===== src/overwrite_ring_buffer_with_peek_macros.svh =====
// Assertion macros shared by the sample ring buffer modules.
`ifndef OVERWRITE_RING_BUFFER_WITH_PEEK_MACROS_SVH
`define OVERWRITE_RING_BUFFER_WITH_PEEK_MACROS_SVH

`ifndef SYNTHESIS
// Same-cycle implication, sampled on clk, off while rst_n is low.
`define ORBP_ASSERT_IMPL(lbl, ant, cons) \
  lbl: assert property (@(posedge clk) disable iff (!rst_n) (ant) |-> (cons)) \
    else $error("ring buffer check failed");
// Next-cycle implication, sampled on clk, off while rst_n is low.
`define ORBP_ASSERT_NEXT(lbl, ant, cons) \
  lbl: assert property (@(posedge clk) disable iff (!rst_n) (ant) |=> (cons)) \
    else $error("ring buffer check failed");
`else
`define ORBP_ASSERT_IMPL(lbl, ant, cons)
`define ORBP_ASSERT_NEXT(lbl, ant, cons)
`endif

`endif


===== src/orbp_pkg.sv =====
// Types and constants shared by the sample ring buffer modules.
`default_nettype none

package orbp_pkg;

  localparam int DATA_W = 32;
  localparam int KIND_W = 2;
  localparam int CNT_W  = 7;
  localparam int LVL_W  = 10;

  typedef enum logic [KIND_W-1:0] {
    KIND_PUSH  = 2'd0,
    KIND_READ  = 2'd1,
    KIND_PEEK  = 2'd2,
    KIND_LEVEL = 2'd3
  } kind_t;

  typedef enum logic [1:0] {
    BK_CLEAR = 2'd0,
    BK_IDLE  = 2'd1,
    BK_RUN   = 2'd2
  } back_state_t;

  // Classified command handed from the front to the back.
  typedef struct packed {
    kind_t             kind;
    logic [CNT_W-1:0]  count;
    logic [LVL_W-1:0]  lvl;
  } cmd_info_t;

  // Side information traveling with one RAM read.
  typedef struct packed {
    logic              use_ram;
    logic              is_last;
    logic              empty_run;
    logic [CNT_W-1:0]  run_length;
    logic [LVL_W-1:0]  fill_level;
  } res_meta_t;

  // One result word.
  typedef struct packed {
    logic [DATA_W-1:0] data_word;
    logic              is_last;
    logic              empty_run;
    logic [CNT_W-1:0]  run_length;
    logic [LVL_W-1:0]  fill_level;
  } res_t;

endpackage

`default_nettype wire


===== src/orbp_back.sv =====
// Back end: clear the store, write pushes, send single words, sequence run reads.
`default_nettype none

`include "overwrite_ring_buffer_with_peek_macros.svh"

module orbp_back #(
  parameter int DEPTH = 1024,
  parameter int OQ_N  = 4
) (
  input  wire logic                          clk,
  input  wire logic                          rst_n,
  input  wire logic                          cmd_valid,
  input  wire orbp_pkg::cmd_info_t           cmd_info,
  input  wire logic [$clog2(DEPTH)-1:0]      cmd_addr,
  input  wire logic [orbp_pkg::DATA_W-1:0]   cmd_word,
  output logic                               cmd_pop,
  output logic                               clearing,
  output logic                               ram_we,
  output logic      [$clog2(DEPTH)-1:0]      ram_waddr,
  output logic      [orbp_pkg::DATA_W-1:0]   ram_wdata,
  output logic      [$clog2(DEPTH)-1:0]      ram_raddr,
  input  wire logic [orbp_pkg::DATA_W-1:0]   ram_rdata,
  input  wire logic [$clog2(OQ_N+1)-1:0]     oq_count,
  output logic                               res_wr,
  output orbp_pkg::res_t                     res
);

  localparam int PW = $clog2(DEPTH);
  localparam int QW = $clog2(OQ_N + 1) + 1;

  orbp_pkg::back_state_t      state_r, state_nxt;
  logic [PW-1:0]              clr_addr_r, clr_addr_nxt;
  logic [PW-1:0]              addr_r, addr_nxt;
  logic [orbp_pkg::CNT_W-1:0] remain_r, remain_nxt;
  orbp_pkg::cmd_info_t        info_r, info_nxt;
  logic                       issue_r, issue_nxt;
  orbp_pkg::res_meta_t        meta_r, meta_nxt;
  logic                       credit_ok;

  // Count the word already in flight from the RAM against the queue space.
  assign credit_ok = (QW'(oq_count) + QW'(issue_r)) < QW'(OQ_N);
  assign clearing  = (state_r == orbp_pkg::BK_CLEAR);

  always_comb begin
    state_nxt    = state_r;
    clr_addr_nxt = clr_addr_r;
    addr_nxt     = addr_r;
    remain_nxt   = remain_r;
    info_nxt     = info_r;
    issue_nxt    = 1'b0;
    meta_nxt     = meta_r;
    cmd_pop      = 1'b0;
    ram_we       = 1'b0;
    ram_waddr    = cmd_addr;
    ram_wdata    = cmd_word;
    ram_raddr    = addr_r;
    unique case (state_r)
      orbp_pkg::BK_CLEAR: begin
        ram_we    = 1'b1;
        ram_waddr = clr_addr_r;
        ram_wdata = '0;
        if (clr_addr_r == PW'(DEPTH - 1)) begin
          state_nxt = orbp_pkg::BK_IDLE;
        end else begin
          clr_addr_nxt = clr_addr_r + 1'b1;
        end
      end
      orbp_pkg::BK_IDLE: begin
        if (cmd_valid) begin
          if (cmd_info.kind == orbp_pkg::KIND_PUSH) begin
            ram_we  = 1'b1;
            cmd_pop = 1'b1;
          end else if (cmd_info.count == '0) begin
            // Level report or empty run: one word, no store access.
            if (credit_ok) begin
              cmd_pop             = 1'b1;
              issue_nxt           = 1'b1;
              meta_nxt.use_ram    = 1'b0;
              meta_nxt.is_last    = 1'b1;
              meta_nxt.empty_run  = (cmd_info.kind != orbp_pkg::KIND_LEVEL);
              meta_nxt.run_length = '0;
              meta_nxt.fill_level = cmd_info.lvl;
            end
          end else begin
            cmd_pop    = 1'b1;
            addr_nxt   = cmd_addr;
            remain_nxt = cmd_info.count;
            info_nxt   = cmd_info;
            state_nxt  = orbp_pkg::BK_RUN;
          end
        end
      end
      orbp_pkg::BK_RUN: begin
        if (credit_ok) begin
          issue_nxt           = 1'b1;
          meta_nxt.use_ram    = 1'b1;
          meta_nxt.is_last    = (remain_r == orbp_pkg::CNT_W'(1));
          meta_nxt.empty_run  = 1'b0;
          meta_nxt.run_length = info_r.count;
          meta_nxt.fill_level = info_r.lvl;
          addr_nxt            = (addr_r == PW'(DEPTH - 1)) ? '0 : addr_r + 1'b1;
          remain_nxt          = remain_r - 1'b1;
          if (remain_r == orbp_pkg::CNT_W'(1)) begin
            state_nxt = orbp_pkg::BK_IDLE;
          end
        end
      end
      default: begin
        state_nxt = orbp_pkg::BK_IDLE;
      end
    endcase
  end

  always_ff @(posedge clk) begin
    if (!rst_n) begin
      state_r    <= orbp_pkg::BK_CLEAR;
      clr_addr_r <= '0;
      issue_r    <= 1'b0;
    end else begin
      state_r    <= state_nxt;
      clr_addr_r <= clr_addr_nxt;
      issue_r    <= issue_nxt;
    end
  end

  always_ff @(posedge clk) begin
    addr_r   <= addr_nxt;
    remain_r <= remain_nxt;
    info_r   <= info_nxt;
    meta_r   <= meta_nxt;
  end

  assign res_wr         = issue_r;
  assign res.data_word  = meta_r.use_ram ? ram_rdata : '0;
  assign res.is_last    = meta_r.is_last;
  assign res.empty_run  = meta_r.empty_run;
  assign res.run_length = meta_r.run_length;
  assign res.fill_level = meta_r.fill_level;

  `ORBP_ASSERT_IMPL(a_credit, issue_r, oq_count < ($clog2(OQ_N+1))'(OQ_N))
  `ORBP_ASSERT_IMPL(a_run_remain, state_r == orbp_pkg::BK_RUN, remain_r != '0)

endmodule

`default_nettype wire


===== config.mk =====
export PLATFORM = sky130hd
export DESIGN_NAME = orbp_back
export DESIGN_NICKNAME = d
export VERILOG_FILES = /design/src/orbp_pkg.sv /design/src/orbp_back.sv
export VERILOG_INCLUDE_DIRS = /design/src /design/src/src
export SDC_FILE = /design/constraint.sdc
export NUM_CORES = 1
export LEC_CHECK = 0
export ABC_CLOCK_PERIOD_IN_PS = 7100
export BUFFER_PORTS_ARGS = -buffer_cell sky130_fd_sc_hd__buf_2
export CAP_MARGIN = 15
export CORE_MARGIN = 2
export CORE_UTILIZATION = 45
export CTS_CLUSTER_SIZE = 12
export DETAILED_ROUTE_END_ITERATION = 10
export PLACE_DENSITY = 0.82
export SKIP_CTS_REPAIR_TIMING = 1
export SYNTH_ARGS = -nofsm -noshare
export SYNTH_HDL_FRONTEND = slang
export SYNTH_SLANG_ARGS = --single-unit

===== constraint.sdc =====
create_clock -name clk -period 7.1 [get_ports clk]
set_input_delay 1.775 -clock clk [delete_from_list [all_inputs] [get_ports clk]]
set_output_delay 1.775 -clock clk [all_outputs]
set_load 0.01 [all_outputs]

---- Yosys cells after proc, flatten, opt, wreduce, memory -nomap -nowiden ----
Cells that the tools add are included.
Widths: inputs -> output; s select.
storage, ports and cells
  bits in latches ......................... 0
  input bits .............................. 99
  bits in writable memories ............... 0
  register bits ........................... 67
  memories ................................ 0
  memory bits (read-only) ................. 0
cells by class
  bitwise logic cells ..................... 3
  reduce and logical (&&, ||, !) cells .... 9
  order comparisons ....................... 1
  multipliers ............................. 0
  equality and inequality tests ........... 14
  divide/modulo/power cells ............... 0
  mux-type cells .......................... 39
  add/sub/neg operators ................... 4
  shift-type cells ........................ 0
operator list
  operator               count
  $mux 20                5
  $mux 32                2
  $mux 10                6
  $pmux 20 s2            1
  $mux 7                 4
  $add 10x1->10 const B  2
  $eq 10x10->1 const B   2
  $pmux 10 s2            1
  $ne 2x2->1 const B     8
  $pmux 7 s2             1
  $mux 2                 6
  $reduce_and 6->1       2
  $mux 1                 10
  $eq 7x1->1 const B     1
  $logic_not 7->1        1
  $sub 7x1->7 const B    1
  $pmux 2 s3             1
  $reduce_and 5->1       1
  $add 3x1->4            1
  $logic_not 2->1        2
  $lt 4x3->1 const B     1
  $pmux 1 s2             2
  $reduce_and 4->1       1
  $not 1->1              3
  other kinds (5)        5

---- Longest topological paths before layout ----
  depth in word-level cells ............... 7
  mapped depth ............................ 7
  mapped depth without buffers ............ 6

---- Least setup slack after synthesis ----
OpenSTA, ideal clock, no wires.
  path type ............................... input to output
  start point ............................. input cmd_info[12] (netlist name)
  end point ............................... output cmd_pop
  stages .................................. 3
  setup slack ............................. 2844 ps
  arrival time ............................ 2481 ps
  cells stage by stage .................... nor4_1 -> and3b_1 -> a21oi_1
on the way
  word-level cells in the longest chain between the ends .. 5
ends and longest elaborated chain
  item             line             text
  start, declared  orbp_back.sv:13  input wire orbp_pkg::cmd_info_t cmd_info,
  $logic_not 7->1  orbp_back.sv:73  end else if (cmd_info.count == '0) begin
  $mux 1           orbp_back.sv:73
  $mux 1           orbp_back.sv:70  if (cmd_info.kind == orbp_pkg::KIND_PUSH) begin
  $mux 1           orbp_back.sv:69  if (cmd_valid) begin
  $mux 1           orbp_back.sv:57  unique case (state_r)
  end, declared    orbp_back.sv:16  output logic cmd_pop,
Every way passes these cells.

---- Worst setup path in the final report ----
Same ends and word-level chain as after synthesis.

==> implementation parameters <==
Parameter                              Value

Status
  Status    completed

STA
  RSZ-0062 raised after global routing    false
  Worst-case headroom to the max-slew limit    33.1%
  Period Utilization, post-route    68.2%
  Number of pins exceeding their max-slew limit in the final report    0
  Final clock skew    0.0135 ns
  Transition at the pin with the smallest max-transition slack    0.999 ns
  Hold Fails Final Rpt    0
  Fmax    0.206 GHz
  Sum of negative setup slack    0 ns
  Clock period minus worst slack    4.84 ns
  Final setup vio count    0

Power
  Power Dens Cells    161 mW/mm^2
  Static leakage    2.11 nW
  Total Power Consumption    785 uW
  Maximum resistive drop on vdd    99.1 uV

Clock network
  Clock sink count    67
  Skew-Pair Late Insertion Delay    0.34 ns
  Number of levels in the clock H-tree    3
  Cts bufs inserted    9
  Clock input transition at the sequential cells of the worst setup and hold paths    0.08 ns
  Clock tree from TritonCTS    built
  Number of buffers on the longest clock path    2
  Root Buffer Master    clkbuf_8

Layout
  Layout filler cell count    694
  Total area of sequential cells    0.00188 mm^2
  Share of post-route cells with drive strength above 1    45.9%
  P&R area growth vs syn    31.3%
  Area of the multi-input gates    0.00158 mm^2
  Post-Route Utilization    60.3%
  Final nets    641
  Filler-free cell count of the finished design    648

Floorplanning
  Number of rows created at floorplan    33
  Core area    0.00809 mm^2
  Width of the die    94.9 um
  Initial cell density of the core    45.9%
  Area of the die    0.00900 mm^2
  Die H    94.9 um
  Boundary pin count    206

Logic synthesis
  Sequential area share after synthesis    50.6%
  Number of synthesized flops with an enable pin    54
  Largest area contributor in the netlist    edfxtp_1
  Cell area after synthesis    0.00372 mm^2
  Mapped Nets    458
  Area share of the largest cell type after synthesis    43.6%
  Dominant synthesized flop cell    edfxtp_1
  Synthesized area divided by synthesized cell count    10.6 um^2
  Post-Synthesis Cells    352
  Total of flip-flops plus latches after synthesis    67
  Synth cell types    42
  Async set-reset flop share out of synthesis    0%
  Top cells by area in the synthesized netlist    edfxtp_1 (44%), dfxtp_1 (7.0%), and2_1 (6.6%)
  Count of warnings emitted by yosys    0

Global routing
  Fraction of met2 tracks used by global routing    39.2%
  Vias in the first global route    3124
  Global route hottest layer    met2
  Met1 global-route usage    22.2%
  First-pass GRT wire length    14.3 mm
  Congestion Overflow GR    0
  GR met3 Demand/Resource    2.87%
  Pin count of the biggest net entering global routing    54
  Initial antenna violation count    3
  Total global-route track usage    21.1%

Setup path
  Kind of end point of the critical path    primary output
  Endpoint required time on the critical path    5.33 ns
  Largest driver fanout on the critical path    3
  CP Launch Type    primary input
  CP arrival    3.07 ns
  Start-to-end type of the worst setup path    primary input to primary output

Job
  MaxCap Viol Count    0

Place
  Count of port buffers added during placement    205
  RD Place Congestion    0.915
  Number of instances in the placed design    629
  Detailed placement HPWL    7.71 mm

Route
  Detailed Route Iter0 Violations    115
  Total DRC errors in the routed layout    0
  ANT nets after route    0
  Count of vias placed by the detailed router    3264
  Final WL    9.66 mm
  Mean routed wirelength per cell    14.9 um
  Post-detailed-route via-to-cell ratio    5.04
  Number of iterations in the first detailed-routing pass    4

Min path
  Type of the worst min-delay path    register to register
## placed cells by master (no fill, tap or decap), types with 6 or more instances in the layout
master    count
buf_2       205
edfxtp_1     54
and2_1       39
nor2b_1      33
nor2_1       22
nand2_1      21
a21oi_1      18
inv_1        17
mux2_2       16
dfxtp_1      13
o21ai_0       9
nand3_1       9
clkbuf_8      9
xnor2_1       8
xor2_1        6
## per-layer routing
| metal | wire length, um | part of all wire [%] |
|---|---|---|
| met4 | 392 | 4.1 |
| met2 | 5090 | 53 |
| met5 | 0 | 0 |
| met3 | 661 | 6.8 |
| met1 | 3510 | 36 |
## logic make-up (layout without fill, tap and decap cells)
| logic type | Yosys count | after routing | share of synthesized area, % |
|---|---|---|---|
| compound gates | 48 | 48 | 8.99 |
| xor+xnor | 14 | 14 | 3.30 |
| fa+ha+maj | 7 | 7 | 2.36 |
| buf+inv | 52 | 240 | 7.17 |
| flops | 67 | 67 | 50.6 |
| mux | 21 | 21 | 6.20 |
| other cells | 0 | 3 | 0 |
| simple gates | 143 | 143 | 21.3 |
## final timing paths
kind	startpoint	to	slack, ns	depth (start not counted)
setup / recovery	cmd_info[12]	cmd_pop	2.26	5
hold / removal	state_r[1]	state_r[1]	0.50	2
setup reg to reg	state_r[0]	res[13]	4.60	5
hold reg to reg	state_r[1]	state_r[1]	0.50	2
## critical path: stages
cell and delay (ns):
buf_2 0.11, nor4_1 0.64, and3b_1 0.33, a21oi_1 0.08, buf_2 0.14
## metrics by stage
step	area, um^2	setup slack [ns]	hold slack [ns]
6_report	4880	2.26	0.497
5_1_grt	4880	2.15	0.519
4_1_cts	4870	2.28	0.503
3_5_place_dp	4690	2.28	0.491
3_3_place_gp	4690	2.35	0.466
2_1_floorplan	3720	2.84	0.455
## where the power goes
group	switching, mW	internal, mW
sequential	0.00269	0.423
clock	0.156	0.130
combinational	0.0316	0.0409
total	0.190	0.595
## layout make-up
class	instances	area share [%]
multi-input cells	233	32.4
clock inverters	6	1.03
diodes	3	0.154
flip-flops and latches	67	38.6
repair buffers	206	21.2
well taps	105	2.69
clock buffers	10	2.62
inverters	18	1.38
## registers in the layout, indices dropped and copies added (netlist names)
name        cells
info_r         17
ram_raddr      10
remain_r        7
clr_addr_r     10
meta_r          1
res            19
state_r         2
res_wr          1
## synth_stat cells (2+ instances only)
cell / instances
a211oi_1: 2
a21oi_1: 18
a31oi_1: 2
and2_1: 39
buf_1: 3
buf_4: 19
clkbuf_1: 12
dfxtp_1: 13
edfxtp_1: 54
ha_1: 7
inv_1: 17
mux2_2: 16
mux2i_1: 5
nand2_1: 21
nand3_1: 9
nor2_1: 22
nor2b_1: 34
nor3_1: 3
nor4_1: 5
o21ai_0: 9
o22ai_1: 5
o31ai_1: 2
or3_1: 4
xnor2_1: 8
xor2_1: 6
Note: power is estimated with default switching activity, not from simulation.
