<file path="src/overwrite_ring_buffer_with_peek_macros.svh">
// Assertion macros shared by the sample ring buffer modules.
`ifndef OVERWRITE_RING_BUFFER_WITH_PEEK_MACROS_SVH
`define OVERWRITE_RING_BUFFER_WITH_PEEK_MACROS_SVH

`ifndef SYNTHESIS
// Same-cycle implication, sampled on clk, off while rst_n is low.
`define ORBP_ASSERT_IMPL(lbl, ant, cons) \
  lbl: assert property (@(posedge clk) disable iff (!rst_n) (ant) |-> (cons)) \
    else $error("ring buffer check failed");
// Next-cycle implication, sampled on clk, off while rst_n is low.
`define ORBP_ASSERT_NEXT(lbl, ant, cons) \
  lbl: assert property (@(posedge clk) disable iff (!rst_n) (ant) |=> (cons)) \
    else $error("ring buffer check failed");
`else
`define ORBP_ASSERT_IMPL(lbl, ant, cons)
`define ORBP_ASSERT_NEXT(lbl, ant, cons)
`endif

`endif

</file>
<file path="src/orbp_fifo.sv">
// Small register FIFO with occupancy count.
`default_nettype none

module orbp_fifo #(
  parameter int W = 8,
  parameter int N = 2
) (
  input  wire logic                   clk,
  input  wire logic                   rst_n,
  input  wire logic                   wr,
  input  wire logic [W-1:0]           wdata,
  input  wire logic                   rd,
  output logic      [W-1:0]           rdata,
  output logic                        full,
  output logic                        empty,
  output logic      [$clog2(N+1)-1:0] count
);

  localparam int PW = (N > 1) ? $clog2(N) : 1;
  localparam int CW = $clog2(N + 1);

  logic [W-1:0]  mem_r [N];
  logic [PW-1:0] wr_ptr_r, wr_ptr_nxt;
  logic [PW-1:0] rd_ptr_r, rd_ptr_nxt;
  logic [CW-1:0] cnt_r, cnt_nxt;
  logic          do_wr, do_rd;

  assign full  = (cnt_r == CW'(N));
  assign empty = (cnt_r == '0);
  assign count = cnt_r;
  assign rdata = mem_r[rd_ptr_r];
  assign do_wr = wr && !full;
  assign do_rd = rd && !empty;

  always_comb begin
    wr_ptr_nxt = wr_ptr_r;
    rd_ptr_nxt = rd_ptr_r;
    cnt_nxt    = cnt_r;
    if (do_wr) begin
      wr_ptr_nxt = (wr_ptr_r == PW'(N - 1)) ? '0 : wr_ptr_r + 1'b1;
    end
    if (do_rd) begin
      rd_ptr_nxt = (rd_ptr_r == PW'(N - 1)) ? '0 : rd_ptr_r + 1'b1;
    end
    if (do_wr && !do_rd) begin
      cnt_nxt = cnt_r + 1'b1;
    end else if (do_rd && !do_wr) begin
      cnt_nxt = cnt_r - 1'b1;
    end
  end

  always_ff @(posedge clk) begin
    if (!rst_n) begin
      wr_ptr_r <= '0;
      rd_ptr_r <= '0;
      cnt_r    <= '0;
    end else begin
      wr_ptr_r <= wr_ptr_nxt;
      rd_ptr_r <= rd_ptr_nxt;
      cnt_r    <= cnt_nxt;
    end
  end

  always_ff @(posedge clk) begin
    if (do_wr) begin
      mem_r[wr_ptr_r] <= wdata;
    end
  end

endmodule

`default_nettype wire

</file>
<file path="config.mk">
export PLATFORM = sky130hd
export DESIGN_NAME = orbp_fifo
export DESIGN_NICKNAME = d
export VERILOG_FILES = /design/src/overwrite_ring_buffer_with_peek_macros.svh /design/src/orbp_fifo.sv
export SDC_FILE = /design/constraint.sdc
export NUM_CORES = 1
export LEC_CHECK = 0
export ABC_CLOCK_PERIOD_IN_PS = 2200
export BUFFER_PORTS_ARGS = -buffer_cell sky130_fd_sc_hd__clkbuf_2
export CAP_MARGIN = 10
export CORE_MARGIN = 2
export CORE_UTILIZATION = 47
export DETAILED_ROUTE_END_ITERATION = 10
export GPL_TIMING_DRIVEN = 0
export PLACE_DENSITY_LB_ADDON = 0.12
export SYNTH_ARGS = -nofsm -noshare
export SYNTH_HDL_FRONTEND = slang
export SYNTH_SLANG_ARGS = --single-unit
</file>
<file path="constraint.sdc">
create_clock -name clk -period 2.2 [get_ports clk]
set_input_delay 0.22 -clock clk [delete_from_list [all_inputs] [get_ports clk]]
set_output_delay 0.22 -clock clk [all_outputs]
set_load 0.05 [all_outputs]
</file>
; ---- Word-level counts from Yosys, hierarchy flattened
; Memory sizes are Yosys's and may differ from the RTL's. A register that Yosys moved wholly into a read port is not among the register bits.
; Index checks and enable logic that the tools add are counted.
[op_classes]
addsub = 4
multipliers = 0
n_div = 0
magnitude_cmp = 0
eq_ne = 1
shift = 0
muxes = 8
n_bitwise = 0
reduce_logical = 10
[ops]
columns = operator, count
row1 = 1-bit 2-to-1 mux, 6
row2 = 1-bit logical AND, 4
row3 = 1-bit zero test, 4
row4 = 2-bit 2-to-1 mux, 2
row5 = 1-bit adder (second input constant), 2
row6 = 2-bit by 1-bit adder with 2-bit output (second input constant), 1
row7 = 2-bit == test (second input constant), 1
row8 = 2-bit zero test, 1
row9 = 2-bit nonzero test, 1
row10 = 2-bit by 1-bit subtractor with 2-bit output (second input constant), 1
[word_totals]
ff_bits = 4
latchBits = 0
mem_bits_rw = 16
romBits = 0
inputBits = 12
output_inout_bits = 12
elab_cells = 27
mem_count = 1
[memory_table]
columns = name, words, width, read_ports, rd_clocked_by_memory_dff, write_ports, line_no
row1 = mem_r, 2, 8, 1, 1, 1, orbp_fifo.sv:22  ; logic [W-1:0] mem_r [N];

; ---- Logic depth before layout (Yosys ltp)
; Gate-level depths: netlist (run 1).
[logic_depth]
word_depth = 7
depth_mapped = 7
ltp_nobuf = 7

; ---- Least setup slack after synthesis (run 1)
; OpenSTA, ideal clock, no wires.
[synth_path]
path_kind = flip-flop to flip-flop
from = register cnt_r[1] (netlist: count[1])
to = register cnt_r[1] (netlist: count[1])
setup_time_ps = 70
arrival_ps = 1909
t_required_ps = 2130
setup_slack_ps = 221
stages_incl_launch_ff = 7
n_path_buf = 0
synth_period_minus_slack_ps = 1979
path_cell_list = dfxtp_1 nand2b_1 inv_2 nor2_1 ha_1 or3_1 a21boi_1
[synth_between]
elab_chain_cells = 6
word_cells_on_any_way = 15
cone_classes = 2 x add/sub / 1 x eq/ne / 2 x mux / 10 x reduce/logical
[synth_lines]
columns = element, line_no
row1 = start: declaration, orbp_fifo.sv:25  ; logic [CW-1:0] cnt_r, cnt_nxt;
row2 = start signal: assignment, orbp_fifo.sv:60  ; cnt_r <= cnt_nxt;
row3 = 2-bit == test (*), orbp_fifo.sv:28  ; assign full = (cnt_r == CW'(N));
row4 = named net full, orbp_fifo.sv:14  ; output logic full,
row5 = 1-bit zero test (*), orbp_fifo.sv:32  ; assign do_wr = wr && !full;
row6 = 1-bit logical AND (*), orbp_fifo.sv:32
row7 = 1-bit zero test, orbp_fifo.sv:47  ; end else if (do_rd && !do_wr) begin
row8 = 1-bit logical AND, orbp_fifo.sv:47
row9 = 2-bit nonzero test (no source line), --
; The timed path passes the listed nets; every way through them passes the cells marked *. The select of a mux whose other input is x is not followed.
; A chain may end at the register's enable or synchronous reset.

==> results of run 1 <==
## worst paths after layout
| path | endpoint | start | cells after the start |
|---|---|---|---|
| worst max-delay path | rdata[5] | flip-flop | 3 |
| worst min-delay path | mem_r[0][0] | wdata[0] | 1 |
| worst max register to register | count[1] | count[0] | 6 |
| worst min register to register | count[1] | count[1] | 2 |
## logic make-up (layout without fill, tap and decap cells)
kind of cell / count (synthesis) / in the layout / share of synthesized area (%)
compound gates: 5 / 5 / 4.018
xor+xnor: 3 / 3 / 3.246
fa+ha+maj: 1 / 1 / 1.545
buf+inv: 3 / 30 / 1.544
flops: 21 / 21 / 71.72
mux: 8 / 8 / 11.13
simple gates: 9 / 9 / 6.803
## cells in the mapped netlist (all sizes together)
cell	count	area, um2
edfxtp	16	480.5
mux2	8	90.09
dfxtp	5	100.1
and2	3	18.77
a21boi	2	15.02
inv	2	7.500
nor2	2	7.510
o21ai	2	10.00
xnor2	2	17.52
and3	1	6.260
buf	1	5.000
ha	1	12.51
nand2b	1	6.260
nor3	1	10.01
o21a	1	7.510
or3	1	6.260
xor2	1	8.760
## layer usage
metal	track usage (%)	routed length (um)	up-vias
li1	-	-	237
met1	13.58	478	214
met3	2.381	55	2
met2	19.72	545	15
met4	7.647	15	0
met5	0	0	-
## stage by stage
step	power (uW)	setup slack [ns]	utilization, %	instances
global route	1414	0.4722	62.28	93
global placement	1174	0.6314	60.59	89
floorplan	1059	0.2210	-	50
detailed placement	1185	0.6018	60.59	89
CTS	1362	0.5450	62.28	93
finish	1348	0.5752	62.28	93
## sequential cells by signal, summed over array words and instances (netlist names), named ones only
| signal | flops |
|---|---|
| mem_r | 16 |
| count | 2 |
| wr_ptr_r | 1 |
| rd_ptr_r | 1 |
## cell type report
cell class | count | area, um2
fill | 127 | 588.1
sequential | 21 | 580.6
multi-input combinational | 26 | 216.5
timing repair buffer | 23 | 115.1
clock buffer | 4 | 26.28
tap | 16 | 20.02
inverter | 2 | 7.507
buffer | 1 | 5.005
## critical path: stages, from the launching register on
cell and delay, ns:
dfxtp_1 0.32, buf_2 0.20, mux2_2 0.36, clkbuf_2 0.23
## report_power, final
group	total, uW	leakage [uW]	switching, uW	internal (uW)
clock network	178	0.0000150	107	70.6
registers	542	0.000191	35.9	506
logic	628	0.000191	444	185
==> impl_metrics.json, run 1 <==
{
  "grt_pass1_wl_um": 1662,
  "grt_max_degree": 12,
  "setup_tns_ns": 0,
  "period_minus_slack_ns": 1.625,
  "die_width_um": 45.50,
  "run_status": "finished, final reports clean",
  "criticalPathCategory": "reg2out",
  "hold_slack_ns": 0.1036,
  "hold_path.class": "in2reg",
  "vias_per_cell": 5.032,
  "area_growth_syn_to_layout_pct": 19.94,
  "p_leak_uw": 0.0003971,
  "initial_utilization_pct": 51.93,
  "tightestPinTransition_ns": 0.7018,
  "drive_gt1_share_pct": 48.05,
  "antenna_cells": 0,
  "worstPathArrival_ns": 1.40,
  "syn-cell-area_um2": 809.5,
  "finalHoldViolCount": 0,
  "maxSlewHeadroom_pct": 52.96,
  "h-tree-depth": 1,
  "vias": 468,
  "synth_cells": 50,
  "power_density_nw_per_um2": 1388,
  "cp-start-kind": "flip-flop",
  "period_share_pct": 73.86,
  "avgRoutedWirePerCell_um": 11.78,
  "grt_overflow": 0,
  "stdcell_area_um2": 970.9,
  "drcViolationCount": 0,
  "clk_pin_slew_worst_paths_ns": 0.11,
  "wl_um": 1096,
  "antenna_left": 0,
  "rows": 14,
  "cts_made_buffers": 3,
  "grt_setup_unrepaired": "no",
  "cts_tree": "yes",
  "grt_usage_pct": 11.80,
  "first_iter_violations": 4,
  "clock_sinks": 21,
  "cts_resized": 0,
  "gp_congestion": 0.6734,
  "r2r_setup_slack_ns": 0.60,
  "critPathMaxFanout": 8,
  "die_area_um2": 2070,
  "fmax_mhz": 615.5,
  "setup_viol": 0,
  "drv_slew": 0,
  "dr.pass1.iters": 4,
  "antenna_found_initial": 0,
  "hold_buffers": 0,
  "clk_latency_ns": 0.30,
  "post_cts_buffers": 0,
  "grt_pass1_vias": 427,
  "final_cell_mix": "clkbuf_2 (23), edfxtp_1 (16), mux2_2 (8)",
  "die_y_um": 45.50,
  "ctsRootBufferMaster": "clkbuf_4",
  "cap_violations": 0,
  "cp_data_required_time_ns": 1.98,
  "clock_path_buffers": 2,
  "final_common_cell": "clkbuf_2",
  "synth_cell_types": 20,
  "dpl_cell_area_um2": 944.7,
  "nNetsFinal": 91,
  "port_buffers": 23,
  "yosys_warnings": 0,
  "max-vdd-ir-drop_mv": 1.173,
  "skew_ns": 0.006723,
  "synth-seq-cells": 21,
  "synth_area_per_cell_um2": 16.19,
  "synth.net_count": 63,
  "cp-end-kind": "output port",
  "coreArea_um2": 1559,
  "place_hpwl_um": 806,
  "synth_seq_area_share_pct": 71.72,
  "io_pins": 24
}
No activity file was read; power rests on OpenSTA's default activity.
==> run 2: changes to the inputs <==
--- a/config.mk
+++ b/config.mk
@@ -5,11 +5,12 @@
 export SDC_FILE = /design/constraint.sdc
 export NUM_CORES = 1
 export LEC_CHECK = 0
-export ABC_CLOCK_PERIOD_IN_PS = 2200
+export ABC_AREA = 1
+export ABC_CLOCK_PERIOD_IN_PS = 1450
 export BUFFER_PORTS_ARGS = -buffer_cell sky130_fd_sc_hd__clkbuf_2
 export CAP_MARGIN = 10
 export CORE_MARGIN = 2
-export CORE_UTILIZATION = 47
+export CORE_UTILIZATION = 44
 export DETAILED_ROUTE_END_ITERATION = 10
 export GPL_TIMING_DRIVEN = 0
 export PLACE_DENSITY_LB_ADDON = 0.12
==> constraint.sdc (replaced) <==
create_clock -name clk -period 1.45 [get_ports clk]
set_input_delay 0.145 -clock clk [delete_from_list [all_inputs] [get_ports clk]]
set_output_delay 0.145 -clock clk [all_outputs]
set_load 0.05 [all_outputs]
==> run 2 against run 1 <==
Sequential share of layout area fell by 9.5 points. Routed wire length rose by 40%. Sequential cell count did not move. Combinational power rose by 97%. Critical endpoint is now rdata[3]. Largest cell class unchanged.
==> impl_metrics.json, run 2 <==
{
  "synth_edf_count": 16,
  "yosys.cell_count.top_type": "edfxtp_1",
  "synth-seq-cells": 21,
  "synth_top_cells_by_area": "edfxtp_1 (58%), dfxtp_1 (12%), mux2_2 (11%), nor2_1 (4.6%), inv_1 (3.6%)",
  "run_status": "finished, final reports clean",
  "grt_pass1_vias": 503,
  "ctsRootBufferMaster": "clkbuf_4",
  "timing.rr.start": "count[1]",
  "die_area_um2": 2233,
  "synth_ff_type": "edfxtp_1",
  "first_iter_violations": 8,
  "final_common_cell": "edfxtp_1",
  "grt_setup_unrepaired": "yes",
  "cp-start-kind": "flip-flop",
  "drv_slew": 0,
  "area_growth_syn_to_layout_pct": 42.40,
  "rows": 15,
  "hold_path.class": "in2reg",
  "fmax_mhz": 713.3,
  "avgRoutedWirePerCell_um": 13.10,
  "antenna_left": 0,
  "h-tree-depth": 1,
  "synth_top_area_share_pct": 58.36,
  "power_density_nw_per_um2": 2017,
  "swShare_pct": 41.98,
  "cts_tree": "yes",
  "stdcell_area_um2": 1172,
  "grt_overflow": 0,
  "criticalPathCategory": "reg2out",
  "hold_depth": 1,
  "worstPathArrival_ns": 1.26,
  "wl_um": 1533,
  "power_frac_comb_pct": 52.3,
  "drive_gt1_share_pct": 52.17,
  "clock_path_buffers": 2,
  "seq_power_share_pct": 36.4,
  "netSwitchingPower_uw": 992.4,
  "dpl_cell_area_um2": 984.7,
  "period_share_pct": 96.68,
  "nNetsFinal": 106,
  "antenna_cells": 0,
  "period_minus_slack_ns": 1.402,
  "synth_seq_area_share_pct": 70.52,
  "cp-end-kind": "output port",
  "max-vdd-ir-drop_mv": 1.303,
  "vias_per_cell": 4.718,
  "pwr-share-clk_pct": 11.3,
  "antenna_found_initial": 0,
  "grt_usage_pct": 13.81,
  "clk_pin_slew_worst_paths_ns": 0.11,
  "yosys.area.top_type": "edfxtp_1",
  "dpl_worst_slack_ns": -0.02559,
  "synth_cell_types": 15,
  "synth-async-reset-ratio_pct": 0,
  "skew_ns": 0.0006648,
  "setup_viol": 0,
  "cts_made_buffers": 3,
  "gp_congestion": 0.6758,
  "grt_max_degree": 12,
  "clk_latency_ns": 0.29,
  "total_power_uw": 2364,
  "p_int_uw": 1372,
  "initial_utilization_pct": 47.17,
  "drcViolationCount": 0,
  "die_y_um": 47.26,
  "die_width_um": 47.26,
  "vias": 552,
  "critPathMaxFanout": 8,
  "synth.net_count": 76,
  "largest_register_ffs": 16,
  "synth_cells": 63,
  "finalHoldViolCount": 0,
  "post-route-util_pct": 67.17,
  "io_pins": 24,
  "port_buffers": 23,
  "hp-start": "wdata[2]",
  "synth_area_per_cell_um2": 13.07,
  "final_cell_mix": "edfxtp_1 (16), clkbuf_2 (15), buf_8 (9)",
  "cp_data_required_time_ns": 1.31,
  "coreArea_um2": 1745,
  "max_flop_register": "mem_r",
  "r2r_setup_slack_ns": 0.08,
  "clock_sinks": 21,
  "syn-cell-area_um2": 823.3,
  "yosys_warnings": 0,
  "layout_setup_ws_ns": 0.04812,
  "tightestPinTransition_ns": 0.4365,
  "p_leak_uw": 0.0004966,
  "dr.pass1.iters": 4,
  "place_hpwl_um": 958.3,
  "grt_pass1_wl_um": 2097,
  "synth_commonest_cells": "edfxtp_1 (16), nor2_1 (10), inv_1 (8), mux2_2 (8), nand2_1 (6)",
  "r2r_cells": 9,
  "maxSlewHeadroom_pct": 70.87,
  "cap_violations": 0
}
-- run 2: changes by cell type in the layout (fill, tap and decap cells not counted), moves of 6 or more --
cell,delta
mux2_2,-8
inv_1,+6
mux2_4,+8
buf_8,+9
clkbuf_2,-8
nand2_1,+6
-- run 2: stage by stage --
| stage | std cells | TNS, ns | hold slack [ns] |
|---|---|---|---|
| final | 117 | 0 | 0.03719 |
| after global routing | 117 | -0.05018 | 0.02130 |
| after CTS | 115 | -0.3166 | 0.03121 |
| after detailed placement | 111 | -0.3088 | 0.3389 |
| after global placement | 111 | -0.3590 | 0.3348 |
| after floorplan | 63 | 0 | 0.2439 |
-- run 2: final timing paths --
path / end
worst max-delay path: rdata[3]
worst min-delay path: mem_r[0][2]
worst max register to register: count[1]
worst min register to register: flip-flop
-- run 2: metal layers --
layer  up-vias  share of wire [%]  GRT usage [%]
met5         -                  0              0
met4         0               0.78          6.667
li1        276                  -              -
met1       259                 42          15.12
met2        15                 53          24.59
met3         2                4.1          3.462
-- run 2: cells by family after synthesis --
group                      Yosys count  synth area share [%]
and+or+nand+nor                     19                 9.423
muxes                                8                 10.94
adders and majority gates            1                 1.520
buffers and inverters               10                 4.710
AOI/OAI and AO/OA                    4                 2.887
DFF                                 21                 70.52
-- run 2: power by group through the flow --
stage          logic [uW]  registers (uW)  clock network, uW
2_1_floorplan         663             943                  0
3_3_place_gp          915             864                  0
3_5_place_dp          933             868                  0
4_1_cts              1050             856                273
5_1_grt              1310             873                296
6_report             1240             861                267
-- run 2: worst max-delay path, stage by stage (launching register included) --
cell and delay, ns:
dfxtp_2 0.35, buf_8 0.14, mux2_4 0.32, buf_8 0.15
-- run 2: what timing repair did --
action	4_1_cts	5_1_grt
setup endpoints to repair	24	18
resized for setup	19	22
hold buffers	0	0
buffers inserted	0	2
pin swaps	0	1
-- run 2: layout make-up --
type | instances | area, um2
Timing Repair Buffer | 25 | 210.2
Tap cell | 25 | 31.28
Buffer | 1 | 15.01
Multi-Input combinational cell | 32 | 266.5
Clock buffer | 4 | 26.28
Fill cell | 134 | 573.1
Inverter | 9 | 33.78
Sequential cell | 21 | 589.3
