## src/overwrite_ring_buffer_with_peek_macros.svh

```systemverilog
// Assertion macros shared by the sample ring buffer modules.
`ifndef OVERWRITE_RING_BUFFER_WITH_PEEK_MACROS_SVH
`define OVERWRITE_RING_BUFFER_WITH_PEEK_MACROS_SVH

`ifndef SYNTHESIS
// Same-cycle implication, sampled on clk, off while rst_n is low.
`define ORBP_ASSERT_IMPL(lbl, ant, cons) \
  lbl: assert property (@(posedge clk) disable iff (!rst_n) (ant) |-> (cons)) \
    else $error("ring buffer check failed");
// Next-cycle implication, sampled on clk, off while rst_n is low.
`define ORBP_ASSERT_NEXT(lbl, ant, cons) \
  lbl: assert property (@(posedge clk) disable iff (!rst_n) (ant) |=> (cons)) \
    else $error("ring buffer check failed");
`else
`define ORBP_ASSERT_IMPL(lbl, ant, cons)
`define ORBP_ASSERT_NEXT(lbl, ant, cons)
`endif

`endif

```

## src/orbp_pkg.sv

```systemverilog
// Types and constants shared by the sample ring buffer modules.
`default_nettype none

package orbp_pkg;

  localparam int DATA_W = 32;
  localparam int KIND_W = 2;
  localparam int CNT_W  = 7;
  localparam int LVL_W  = 10;

  typedef enum logic [KIND_W-1:0] {
    KIND_PUSH  = 2'd0,
    KIND_READ  = 2'd1,
    KIND_PEEK  = 2'd2,
    KIND_LEVEL = 2'd3
  } kind_t;

  typedef enum logic [1:0] {
    BK_CLEAR = 2'd0,
    BK_IDLE  = 2'd1,
    BK_RUN   = 2'd2
  } back_state_t;

  // Classified command handed from the front to the back.
  typedef struct packed {
    kind_t             kind;
    logic [CNT_W-1:0]  count;
    logic [LVL_W-1:0]  lvl;
  } cmd_info_t;

  // Side information traveling with one RAM read.
  typedef struct packed {
    logic              use_ram;
    logic              is_last;
    logic              empty_run;
    logic [CNT_W-1:0]  run_length;
    logic [LVL_W-1:0]  fill_level;
  } res_meta_t;

  // One result word.
  typedef struct packed {
    logic [DATA_W-1:0] data_word;
    logic              is_last;
    logic              empty_run;
    logic [CNT_W-1:0]  run_length;
    logic [LVL_W-1:0]  fill_level;
  } res_t;

endpackage

`default_nettype wire

```

## src/orbp_front.sv

```systemverilog
// Front end: accept words, track pointers, classify into commands.
`default_nettype none

`include "overwrite_ring_buffer_with_peek_macros.svh"

module orbp_front #(
  parameter int DEPTH   = 1024,
  parameter int MAX_RUN = 64
) (
  input  wire logic                          clk,
  input  wire logic                          rst_n,
  input  wire logic                          push,
  output logic                               full,
  input  wire logic [orbp_pkg::KIND_W-1:0]   in_kind,
  input  wire logic [orbp_pkg::DATA_W-1:0]   in_sample_word,
  input  wire logic [orbp_pkg::CNT_W-1:0]    in_request_count,
  input  wire logic                          q_full,
  input  wire logic                          clearing,
  output logic                               cmd_wr,
  output orbp_pkg::cmd_info_t                cmd_info,
  output logic      [$clog2(DEPTH)-1:0]      cmd_addr,
  output logic      [orbp_pkg::DATA_W-1:0]   cmd_word
);

  localparam int PW = $clog2(DEPTH);
  localparam int XW = ((PW > orbp_pkg::CNT_W) ? PW : orbp_pkg::CNT_W) + 1;

  logic [PW-1:0]              wp_r, wp_nxt;
  logic [PW-1:0]              rp_r, rp_nxt;
  logic                       accept;
  orbp_pkg::kind_t            kind;
  logic [orbp_pkg::CNT_W-1:0] req_sat;
  logic [XW-1:0]              wp_x, rp_x, depth_x, lvl_x, req_x, n_x, start_x, rp_sum_x;

  assign full     = q_full || clearing;
  assign accept   = push && !full;
  assign kind     = orbp_pkg::kind_t'(in_kind);
  assign cmd_wr   = accept;
  assign cmd_word = in_sample_word;

  assign wp_x    = XW'(wp_r);
  assign rp_x    = XW'(rp_r);
  assign depth_x = XW'(DEPTH);
  assign req_sat = (in_request_count > orbp_pkg::CNT_W'(MAX_RUN)) ?
                   orbp_pkg::CNT_W'(MAX_RUN) : in_request_count;
  assign req_x   = XW'(req_sat);
  assign lvl_x   = (wp_r >= rp_r) ? (wp_x - rp_x) : (wp_x + depth_x - rp_x);

  always_comb begin
    n_x           = '0;
    cmd_addr      = wp_r;
    wp_nxt        = wp_r;
    rp_nxt        = rp_r;
    start_x       = '0;
    rp_sum_x      = '0;
    cmd_info.kind = kind;
    cmd_info.lvl  = orbp_pkg::LVL_W'(lvl_x);
    unique case (kind)
      orbp_pkg::KIND_PUSH: begin
        cmd_addr = wp_r;
        wp_nxt   = (wp_r == PW'(DEPTH - 1)) ? '0 : wp_r + 1'b1;
      end
      orbp_pkg::KIND_READ: begin
        n_x      = (req_x > lvl_x) ? lvl_x : req_x;
        cmd_addr = rp_r;
        rp_sum_x = rp_x + n_x;
        rp_nxt   = PW'((rp_sum_x >= depth_x) ? (rp_sum_x - depth_x) : rp_sum_x);
      end
      orbp_pkg::KIND_PEEK: begin
        n_x      = (req_x > depth_x - XW'(1)) ? (depth_x - XW'(1)) : req_x;
        start_x  = (wp_x >= n_x) ? (wp_x - n_x) : (wp_x + depth_x - n_x);
        cmd_addr = PW'(start_x);
      end
      orbp_pkg::KIND_LEVEL: begin
        n_x = '0;
      end
      default: begin
        n_x = '0;
      end
    endcase
    cmd_info.count = orbp_pkg::CNT_W'(n_x);
  end

  always_ff @(posedge clk) begin
    if (!rst_n) begin
      wp_r <= '0;
      rp_r <= '0;
    end else if (accept) begin
      wp_r <= wp_nxt;
      rp_r <= rp_nxt;
    end
  end

  `ORBP_ASSERT_IMPL(a_ptr_range, 1'b1, (wp_x < depth_x) && (rp_x < depth_x))
  `ORBP_ASSERT_NEXT(a_rp_hold, !(accept && kind == orbp_pkg::KIND_READ), $stable(rp_r))

endmodule

`default_nettype wire

```

## config.mk

```make
export PLATFORM = sky130hd
export DESIGN_NAME = orbp_front
export DESIGN_NICKNAME = d
export VERILOG_FILES = /design/src/orbp_pkg.sv /design/src/orbp_front.sv
export VERILOG_INCLUDE_DIRS = /design/src /design/src/src
export SDC_FILE = /design/constraint.sdc
export NUM_CORES = 1
export LEC_CHECK = 0
export ABC_CLOCK_PERIOD_IN_PS = 8200
export BUFFER_PORTS_ARGS = -buffer_cell sky130_fd_sc_hd__clkbuf_2
export CAP_MARGIN = 20
export CORE_ASPECT_RATIO = 1.75
export CORE_MARGIN = 10
export CORE_UTILIZATION = 41
export CTS_CLUSTER_DIAMETER = 30
export CTS_CLUSTER_SIZE = 10
export DETAILED_ROUTE_END_ITERATION = 7
export GPL_ROUTABILITY_DRIVEN = 0
export GPL_TIMING_DRIVEN = 0
export PLACE_DENSITY_LB_ADDON = 0.05
export SLEW_MARGIN = 10
export SYNTH_ARGS = -nofsm -noshare
export SYNTH_HDL_FRONTEND = slang
export SYNTH_SLANG_ARGS = --single-unit
```

## constraint.sdc

```tcl
create_clock -name clk -period 8.2 [get_ports clk]
set_input_delay 0.82 -clock clk [delete_from_list [all_inputs] [get_ports clk]]
set_output_delay 0.82 -clock clk [all_outputs]
set_load 0.05 [all_outputs]
```

After elaboration in Yosys (flattened, before gate mapping)
Index checks and enable logic that the tools add are counted.

word-level totals
  register bits = 20
  bits in latches = 0
  RAM bits = 0
  bits in read-only memories = 0
  input port bits = 46
  memories = 0

cells by class
  $add $sub $neg = 8
  multiply operators = 0
  divide/modulo/power cells = 0
  magnitude comparators = 6
  equality and inequality tests = 3
  shift-type cells = 0
  multiplexer cells = 9
  bitwise gates (word level) = 0
  reduce and logical (&&, ||, !) cells = 6

operator list
  operator                number
  $mux 10                 4
  $mux 11                 2
  $ge 10x10->1            2
  $pmux 10 s2             1
  $sub 10x10->10          2
  $pmux 7 s2              1
  $add 10x11->11          1
  $add 10x11->11 const B  1
  $ge 11x11->1 const B    1
  $gt 7x11->1             1
  $sub 10x10->11          1
  $sub 11x10->11          1
  $add 10x1->10 const B   1
  $eq 10x10->1 const B    1
  $gt 7x10->1 const B     1
  $sub 10x1->10 const B   1
  $gt 7x7->1 const B      1
  $mux 7                  1
  $reduce_and 2->1        2
  $eq 2x1->1 const B      1
  $eq 2x2->1 const B      1
  $logic_not 2->1         1
  $logic_and 1x1->1       1
  $logic_not 1->1         1
  $logic_or 1x1->1        1

Longest topological paths before layout
Gate-level depths: netlist (run 1).

  depth after elaboration = 8
  depth in mapped cells = 25

Least setup slack after synthesis (run 1)
Ideal clock, no wire load.

  kind = reg2reg
  start = reg wp_r[1]
  end = reg rp_r[9]
  setup time = 115 ps
  data arrival time = 5607 ps
  data required time = 8085 ps
  path slack = 2478 ps
  cell stages (with the launch flop) = 24
  buffers on the path = 2
  clock period less this slack = 5722 ps
  path through = dfxtp_1 > ha_1 > nor2b_1 > o31a_1 > o31a_1 > a21oi_1 > inv_1 > ha_1 > nand4_1 > o41ai_1 > a21oi_1 > and4bb_1 > buf_6 > buf_2 > o21ai_0 > ha_1 > a21o_1 > a21oi_1 > nor2b_1 > o21a_1 > o41a_1 > a41oi_1 > xnor2_1 > and2_1

RTL lines
  element                   line              source
  start: declaration        orbp_front.sv:28  logic [PW-1:0] wp_r, wp_nxt;
  start signal: assignment  orbp_front.sv:89  wp_r <= wp_nxt;
  end signal: assignment    orbp_front.sv:90  rp_r <= rp_nxt;
  end: declaration          orbp_front.sv:29  logic [PW-1:0] rp_r, rp_nxt;

Worst setup path after layout (run 1)
  start = reg wp_r[1]
  end = reg rp_r[9]

between the ends
  longest elaborated chain between the ends = 8
  elaborated cells on any way between the ends = 11
  those cells by class = add/sub (5); order compare (3); mux (3)

ends and longest elaborated chain
  element                                               line              source
  $add 10x11->11                                        n/a
  $sub 11x10->11                                        orbp_front.sv:47  assign lvl_x = (wp_r >= rp_r) ? (wp_x - rp_x) : (wp_x + depth_x - rp_x);
  $mux 11 (*)                                           orbp_front.sv:47
  $gt 7x11->1                                           orbp_front.sv:64  n_x = (req_x > lvl_x) ? lvl_x : req_x;
  $mux 11 (*)                                           orbp_front.sv:64
  $add 10x11->11 (*)                                    orbp_front.sv:66  rp_sum_x = rp_x + n_x;
  $sub 10x1->10 / $ge 11x11->1 (equally long branches)  orbp_front.sv:67  rp_nxt = PW'((rp_sum_x >= depth_x) ? (rp_sum_x - depth_x) : rp_sum_x);
  $mux 10 (*)                                           orbp_front.sv:67

Every way passes the cells marked *; elsewhere a longest branch is shown, timed or not.
A chain may end at the register's enable or synchronous reset.

==> impl_metrics.py, run 1 <==
metrics = {
    "finish": {
        "syn_to_final_growth_pct": 20.1,
        "antennaDiodeCount": 0,
        "nFillCells": 731,
        "layout-drive-gt1-share_pct": 25.2,
        "seqCellArea_um2": 400,
        "multi_input_area_mm2": 0.00202,
        "nNetsFinal": 557,
    },
    "global_routing": {
        "grt_pass1_vias": 3053,
        "grt.total_usage_pct": 15.6,
        "antenna_found_initial": 0,
        "grt_overflow_total": 0,
        "grt_max_degree": 12,
        "grt_pass1_wl_mm": 14.2,
    },
    "logic_synthesis": {
        "synth_edf_count": 0,
        "yosys-top-cells-count": "nand2_1, nor2_1, ha_1, inv_1, buf_4",
        "synthFlopType": "dfxtp_1",
        "ys_async_sr_fraction_pct": 0,
        "yosysMostFrequentCell": "nand2_1",
        "synth_area_mm2": 0.00288,
        "yosysWarnings": 0,
        "syn_inst": 391,
        "netlist.area_leader.share_pct": 15.2,
        "ys_ff_latch": 20,
        "synthDistinctLibCells": 58,
        "synth_area_per_cell_um2": 7.36,
        "yosysSeqAreaShare_pct": 13.9,
        "yosysTopAreaCell": "ha_1",
        "synth.area.top_cells": "ha_1, dfxtp_1, buf_4, nand2_1, xnor2_1",
    },
    "sta": {
        "finalMaxSlewViolations": 0,
        "rsz0062_at_grt": "no",
        "fin_setup_tns_ps": 0,
        "max_slew_margin_pct": 66.1,
        "finalHoldViolCount": 0,
        "tightest_slew_ps": 507,
        "setup_violations": 0,
        "period_share_pct": 70.0,
        "fmax_mhz": 174,
        "period_needed_ps": 5740,
        "skew_ps": 3.51,
        "hold_ws_ps": 509,
    },
    "clock_tree": {
        "clockBufferDepth": 2,
        "clock_sinks": 20,
        "root_buffer": "clkbuf_16",
        "post_cts_resized": 0,
        "cts_buffers": 3,
        "path_clk_slew_ps": 60,
        "ctsHoldBuffers": 0,
        "worstSkewPairLatency_ps": 260,
        "post_cts_buffers": 0,
        "cts_tree": "built",
        "cts_max_level": 1,
    },
    "routing": {
        "drt_iter0_drc": 113,
        "wl_mm": 8.64,
        "vias": 2939,
        "antenna_left": 0,
        "wl_per_cell_um": 15.5,
        "via_per_inst": 5.29,
        "drc_errors": 0,
        "first_pass_iters": 5,
    },
    "setup_path": {
        "cp.required_ps": 8350,
        "cp_max_fo": 10,
        "r2r-start": "wp_r[1]$_SDFFE_PN0P_",
        "cp-start-kind": "register",
        "crit_start": "wp_r[1]$_SDFFE_PN0P_",
        "arrival_ps": 5890,
        "r2r_slack_ps": 2460,
        "worstSetupPathType": "reg -> reg",
        "endpoint_kind": "register",
    },
    "power_and_ir_drop": {
        "power.total_uw": 406,
        "pwr-share-clk_pct": 27.5,
        "p_sw_share_pct": 42.2,
        "powerDensity_mw_per_mm2": 118,
        "ir_drop_mv": 0.100,
        "p_comb_share_pct": 48.2,
        "p_seq_share_pct": 24.2,
        "p_int_uw": 235,
        "p_leak_uw": 0.00166,
        "p_switching_uw": 172,
    },
    "run_status": {
        "status": "finished, final reports clean",
    },
    "die": {
        "die_x_um": 83.3,
        "core_mm2": 0.00686,
        "fp.dieH_um": 131,
        "ios": 109,
        "start_util_pct": 42.0,
        "dieArea_mm2": 0.0109,
        "num_rows": 40,
    },
    "worst_hold_path": {
        "min_from": "rp_r[3]$_SDFFE_PN0P_",
        "min_path_type": "reg -> reg",
    },
    "place": {
        "portBuffers": 76,
        "dpl.hpwl_mm": 7.60,
    },
    "job": {
        "cap_violations": 0,
    },
}
## critical path: stages, from the launching register on
cell and delay (ps):
dfxtp_1 580, ha_1 300, nor2b_1 140, o31a_1 270
o31a_1 290, a21oi_1 330, inv_1 90, ha_1 330
nand4_1 170, o41ai_1 350, a21oi_1 70, and4bb_1 210
buf_6 140, buf_2 170, o21ai_0 330, ha_1 310
a21o_1 180, a21oi_1 220, nor2b_1 80, o21a_1 190
o41a_1 360, a41oi_1 280, xnor2_1 90, and2_1 150
## power groups by stage
stage	sequential, uW	clock, uW	combinational [uW]
after global routing	98.6	116	212
after detailed placement	101	0	197
after global placement	101	0	196
after floorplan	100	0	154
after CTS	98.5	114	198
final	98.5	112	196
## sequential cells by signal, indices dropped and copies added (netlist names)
register,flops
wp_r,10
rp_r,10
## logic make-up after synthesis
kind of cell	count (synthesis)	share of synthesized area, %
and+or+nand+nor	122	19.6
AOI/OAI and AO/OA	98	24.1
buffers and inverters	83	16.0
adders and majority gates	38	17.3
xor gates and xnor gates	25	7.61
DFF	20	13.9
muxes	4	1.39
other	1	0.130
## routing by layer
layer / vias up / routed length, um / global-route usage (%)
li1: 1491 / - / -
met1: 1339 / 3180 / 14.7
met2: 94 / 4730 / 31.1
met3: 15 / 514 / 3.47
met4: 0 / 220 / 6.94
met5: - / 0 / 0
## area by class of cell
class                           count  share of cell area, %
Tap cell                           84                   3.04
Sequential cell                    20                   11.6
Timing Repair Buffer               76                   11.0
Clock buffer                        4                   2.57
Inverter                           36                   3.91
Multi-Input combinational cell    289                   58.5
Buffer                             47                   9.38
## metrics by stage
step	std cells	setup WS, ps	util (%)	area, um^2
2_1_floorplan	392	2480	-	2880
3_3_place_gp	552	2490	49.1	3370
3_5_place_dp	552	2470	49.1	3370
4_1_cts	556	2450	50.4	3450
5_1_grt	556	2010	50.4	3450
6_report	556	2460	50.4	3450
## path summary, 6_finish.rpt
kind,depth (start not counted),endpoint
hold reg to reg,2,rp_r[3]$_SDFFE_PN0P_
hold / removal,2,rp_r[3]$_SDFFE_PN0P_
setup / recovery,23,rp_r[9]$_SDFFE_PN0P_
setup reg to reg,23,rp_r[9]$_SDFFE_PN0P_
## cell usage in the layout (no fill, tap or decap), types with 4 or more instances in the layout
cell      Yosys  layout
inv_1        35      35
a32oi_1       6       6
a21boi_0      5       5
nor3_1        7       7
xnor2_1      17      17
nand3_1       8       8
a21oi_1      15      15
nor2_1       36      36
o21ai_0      24      24
nand2_1      40      40
ha_1         35      35
mux2i_1       4       4
clkbuf_1      9       9
xor2_1        8       8
clkbuf_2      0      76
o21a_1        8       8
nand4_1       4       4
and2_1        9       9
buf_4        34      34
dfxtp_1      20      20
o31ai_1       6       6
nor2b_1       6       6
Power figures use the tool's default switching activity.
==> run 2, diff against run 1 <==
--- a/config.mk
+++ b/config.mk
@@ -6,7 +6,7 @@
 export SDC_FILE = /design/constraint.sdc
 export NUM_CORES = 1
 export LEC_CHECK = 0
-export ABC_CLOCK_PERIOD_IN_PS = 8200
+export ABC_CLOCK_PERIOD_IN_PS = 4630
 export BUFFER_PORTS_ARGS = -buffer_cell sky130_fd_sc_hd__clkbuf_2
 export CAP_MARGIN = 20
 export CORE_ASPECT_RATIO = 1.75
==> constraint.sdc (replaced) <==
create_clock -name clk -period 4.63 [get_ports clk]
set_input_delay 0.463 -clock clk [delete_from_list [all_inputs] [get_ports clk]]
set_output_delay 0.463 -clock clk [all_outputs]
set_load 0.05 [all_outputs]
==> run 2 against run 1 <==
Compared with the run above:
- clock skew is 1.0 ps lower
- power grew 83%
- critical endpoint is now rp_r[8]$_SDFFE_PN0P_
- largest power group unchanged
- critical path depth up 2
- worst setup slack got worse by 2400 ps
- non-clock buffer count grew 18
- sequential power rose by 75%
- maximum frequency is 25% higher
- critical path type unchanged
- design area is 11% higher
- sequential share of layout area down 0.60 points
- wire length is 5.5% higher
==> impl_metrics.py, run 2 (same netlist as run 1, synthesis figures left out) <==
metrics = {
    "finish": {
        "reg_top3": "rp_r: 10 flops, wp_r: 10 flops",
        "layout-drive-gt1-share_pct": 36.1,
        "antennaDiodeCount": 0,
        "layout_commonest_cell": "clkbuf_2",
        "nNetsFinal": 575,
        "seqCellArea_um2": 420,
        "multi_input_area_mm2": 0.00223,
        "layout_common_cells": "clkbuf_2, buf_4, nand2_1, nor2_1, inv_1",
        "nFillCells": 681,
        "syn_to_final_growth_pct": 33.0,
        "design_area_mm2": 0.00383,
    },
    "setup_path": {
        "cp_max_fo": 10,
        "critical_path.slowest_cell": "dfxtp_4",
        "crit_start": "rp_r[1]$_SDFFE_PN0P_",
        "arrival_ps": 4740,
        "worstSetupPathType": "reg -> reg",
        "cp.required_ps": 4790,
        "endpoint_kind": "register",
        "r2r_cells": 25,
        "cp-start-kind": "register",
        "slowest_delay_ps": 360,
        "r2r-start": "rp_r[1]$_SDFFE_PN0P_",
    },
    "clock_tree": {
        "clockBufferDepth": 2,
        "ctsHoldBuffers": 0,
        "root_buffer": "clkbuf_16",
        "cts_buffers": 3,
        "clock_sinks": 20,
        "worstSkewPairLatency_ps": 260,
        "cts_tree": "built",
        "cts_max_level": 1,
        "path_clk_slew_ps": 60,
    },
    "global_routing": {
        "antenna_found_initial": 0,
        "grt_pass1_vias": 3254,
        "grt_overflow_total": 0,
        "grt_max_degree": 12,
        "grt.total_usage_pct": 16.5,
        "grt_pass1_wl_mm": 15.1,
    },
    "run_status": {
        "status": "finished, final reports clean",
    },
    "worst_hold_path": {
        "min_path_type": "reg -> reg",
        "min_from": "rp_r[3]$_SDFFE_PN0P_",
        "min_path_cells": 2,
    },
    "place": {
        "placed_area_mm2": 0.00348,
        "dpl.hpwl_mm": 7.65,
        "portBuffers": 76,
    },
    "sta": {
        "fin_setup_tns_ps": 0,
        "period_needed_ps": 4580,
        "period_share_pct": 99.0,
        "rsz0062_at_grt": "yes",
        "setup_violations": 0,
        "tightest_slew_ps": 524,
        "finalHoldViolCount": 0,
        "fmax_mhz": 218,
        "max_slew_margin_pct": 64.9,
        "finalMaxSlewViolations": 0,
        "skew_ps": 2.50,
    },
    "routing": {
        "via_per_inst": 5.27,
        "drc_errors": 0,
        "vias": 3026,
        "drt_iter0_drc": 93,
        "wl_per_cell_um": 15.9,
        "wl_mm": 9.12,
        "antenna_left": 0,
        "first_pass_iters": 4,
    },
    "power_and_ir_drop": {
        "ir_drop_mv": 0.201,
        "p_leak_uw": 0.00181,
        "powerDensity_mw_per_mm2": 195,
    },
    "die": {
        "die_x_um": 83.3,
        "fp.dieH_um": 131,
        "ios": 109,
        "core_mm2": 0.00686,
        "start_util_pct": 42.0,
        "num_rows": 40,
        "dieArea_mm2": 0.0109,
    },
    "job": {
        "cap_violations": 0,
    },
}
run 2: final timing paths:
path	endpoint	slack (ps)
min	rp_r[3]$_SDFFE_PN0P_	500
max reg2reg	rp_r[8]$_SDFFE_PN0P_	50
max	rp_r[8]$_SDFFE_PN0P_	50
min reg2reg	rp_r[3]$_SDFFE_PN0P_	500
run 2: area by class of cell:
cell class                 instances  area share (%)
timing repair buffer              94            13.5
inverter                          36            3.66
clock buffer                       4            2.06
sequential                        20            11.0
multi-input combinational        289            58.3
buffer                            47            8.73
tap                               84            2.75
run 2: per-layer routing:
metal / GRT usage [%] / up-vias / share of wire (%)
met5: 0 / - / 0
met3: 3.59 / 18 / 5.9
met4: 8.65 / 0 / 3.5
met2: 31.8 / 104 / 53
li1: - / 1534 / -
met1: 16.0 / 1370 / 38
run 2: metrics by stage:
| stage | cells | hold WS [ps] | setup slack [ps] | utilization [%] | power, uW |
|---|---|---|---|---|---|
| global route | 574 | 515 | -241 | 55.8 | 783 |
| finish | 574 | 496 | 47.0 | 55.8 | 745 |
| floorplan | 392 | 471 | -239 | - | 462 |
| CTS | 572 | 499 | -18.0 | 55.1 | 746 |
| global placement | 552 | 491 | -455 | 50.8 | 537 |
| detailed placement | 552 | 508 | -490 | 50.8 | 538 |
run 2: where the power goes:
| part | internal [uW] | switching, uW |
|---|---|---|
| logic | 133 | 255 |
| clock network | 118 | 67.6 |
| registers | 171 | 1.18 |
| total | 422 | 323 |
run 2: timing repair:
| item | CTS | global route |
|---|---|---|
| hold endpoints to repair | 0 | 0 |
| setup buffers | 16 | 2 |
| cloned | 0 | 0 |
| endpoints found under the setup margin | 6 | 6 |
| pin swaps | 23 | 5 |
| resized for setup | 25 | 4 |
run 2: worst max-delay path, delay by kind of cell, from the launching register on:
family / cells / cell delay [ps]
fa+ha+maj: 4 / 1000
simple gates: 4 / 630
buf+inv: 4 / 370
mux: 1 / 130
xor+xnor: 1 / 130
compound gates: 11 / 1830
flops: 1 / 360
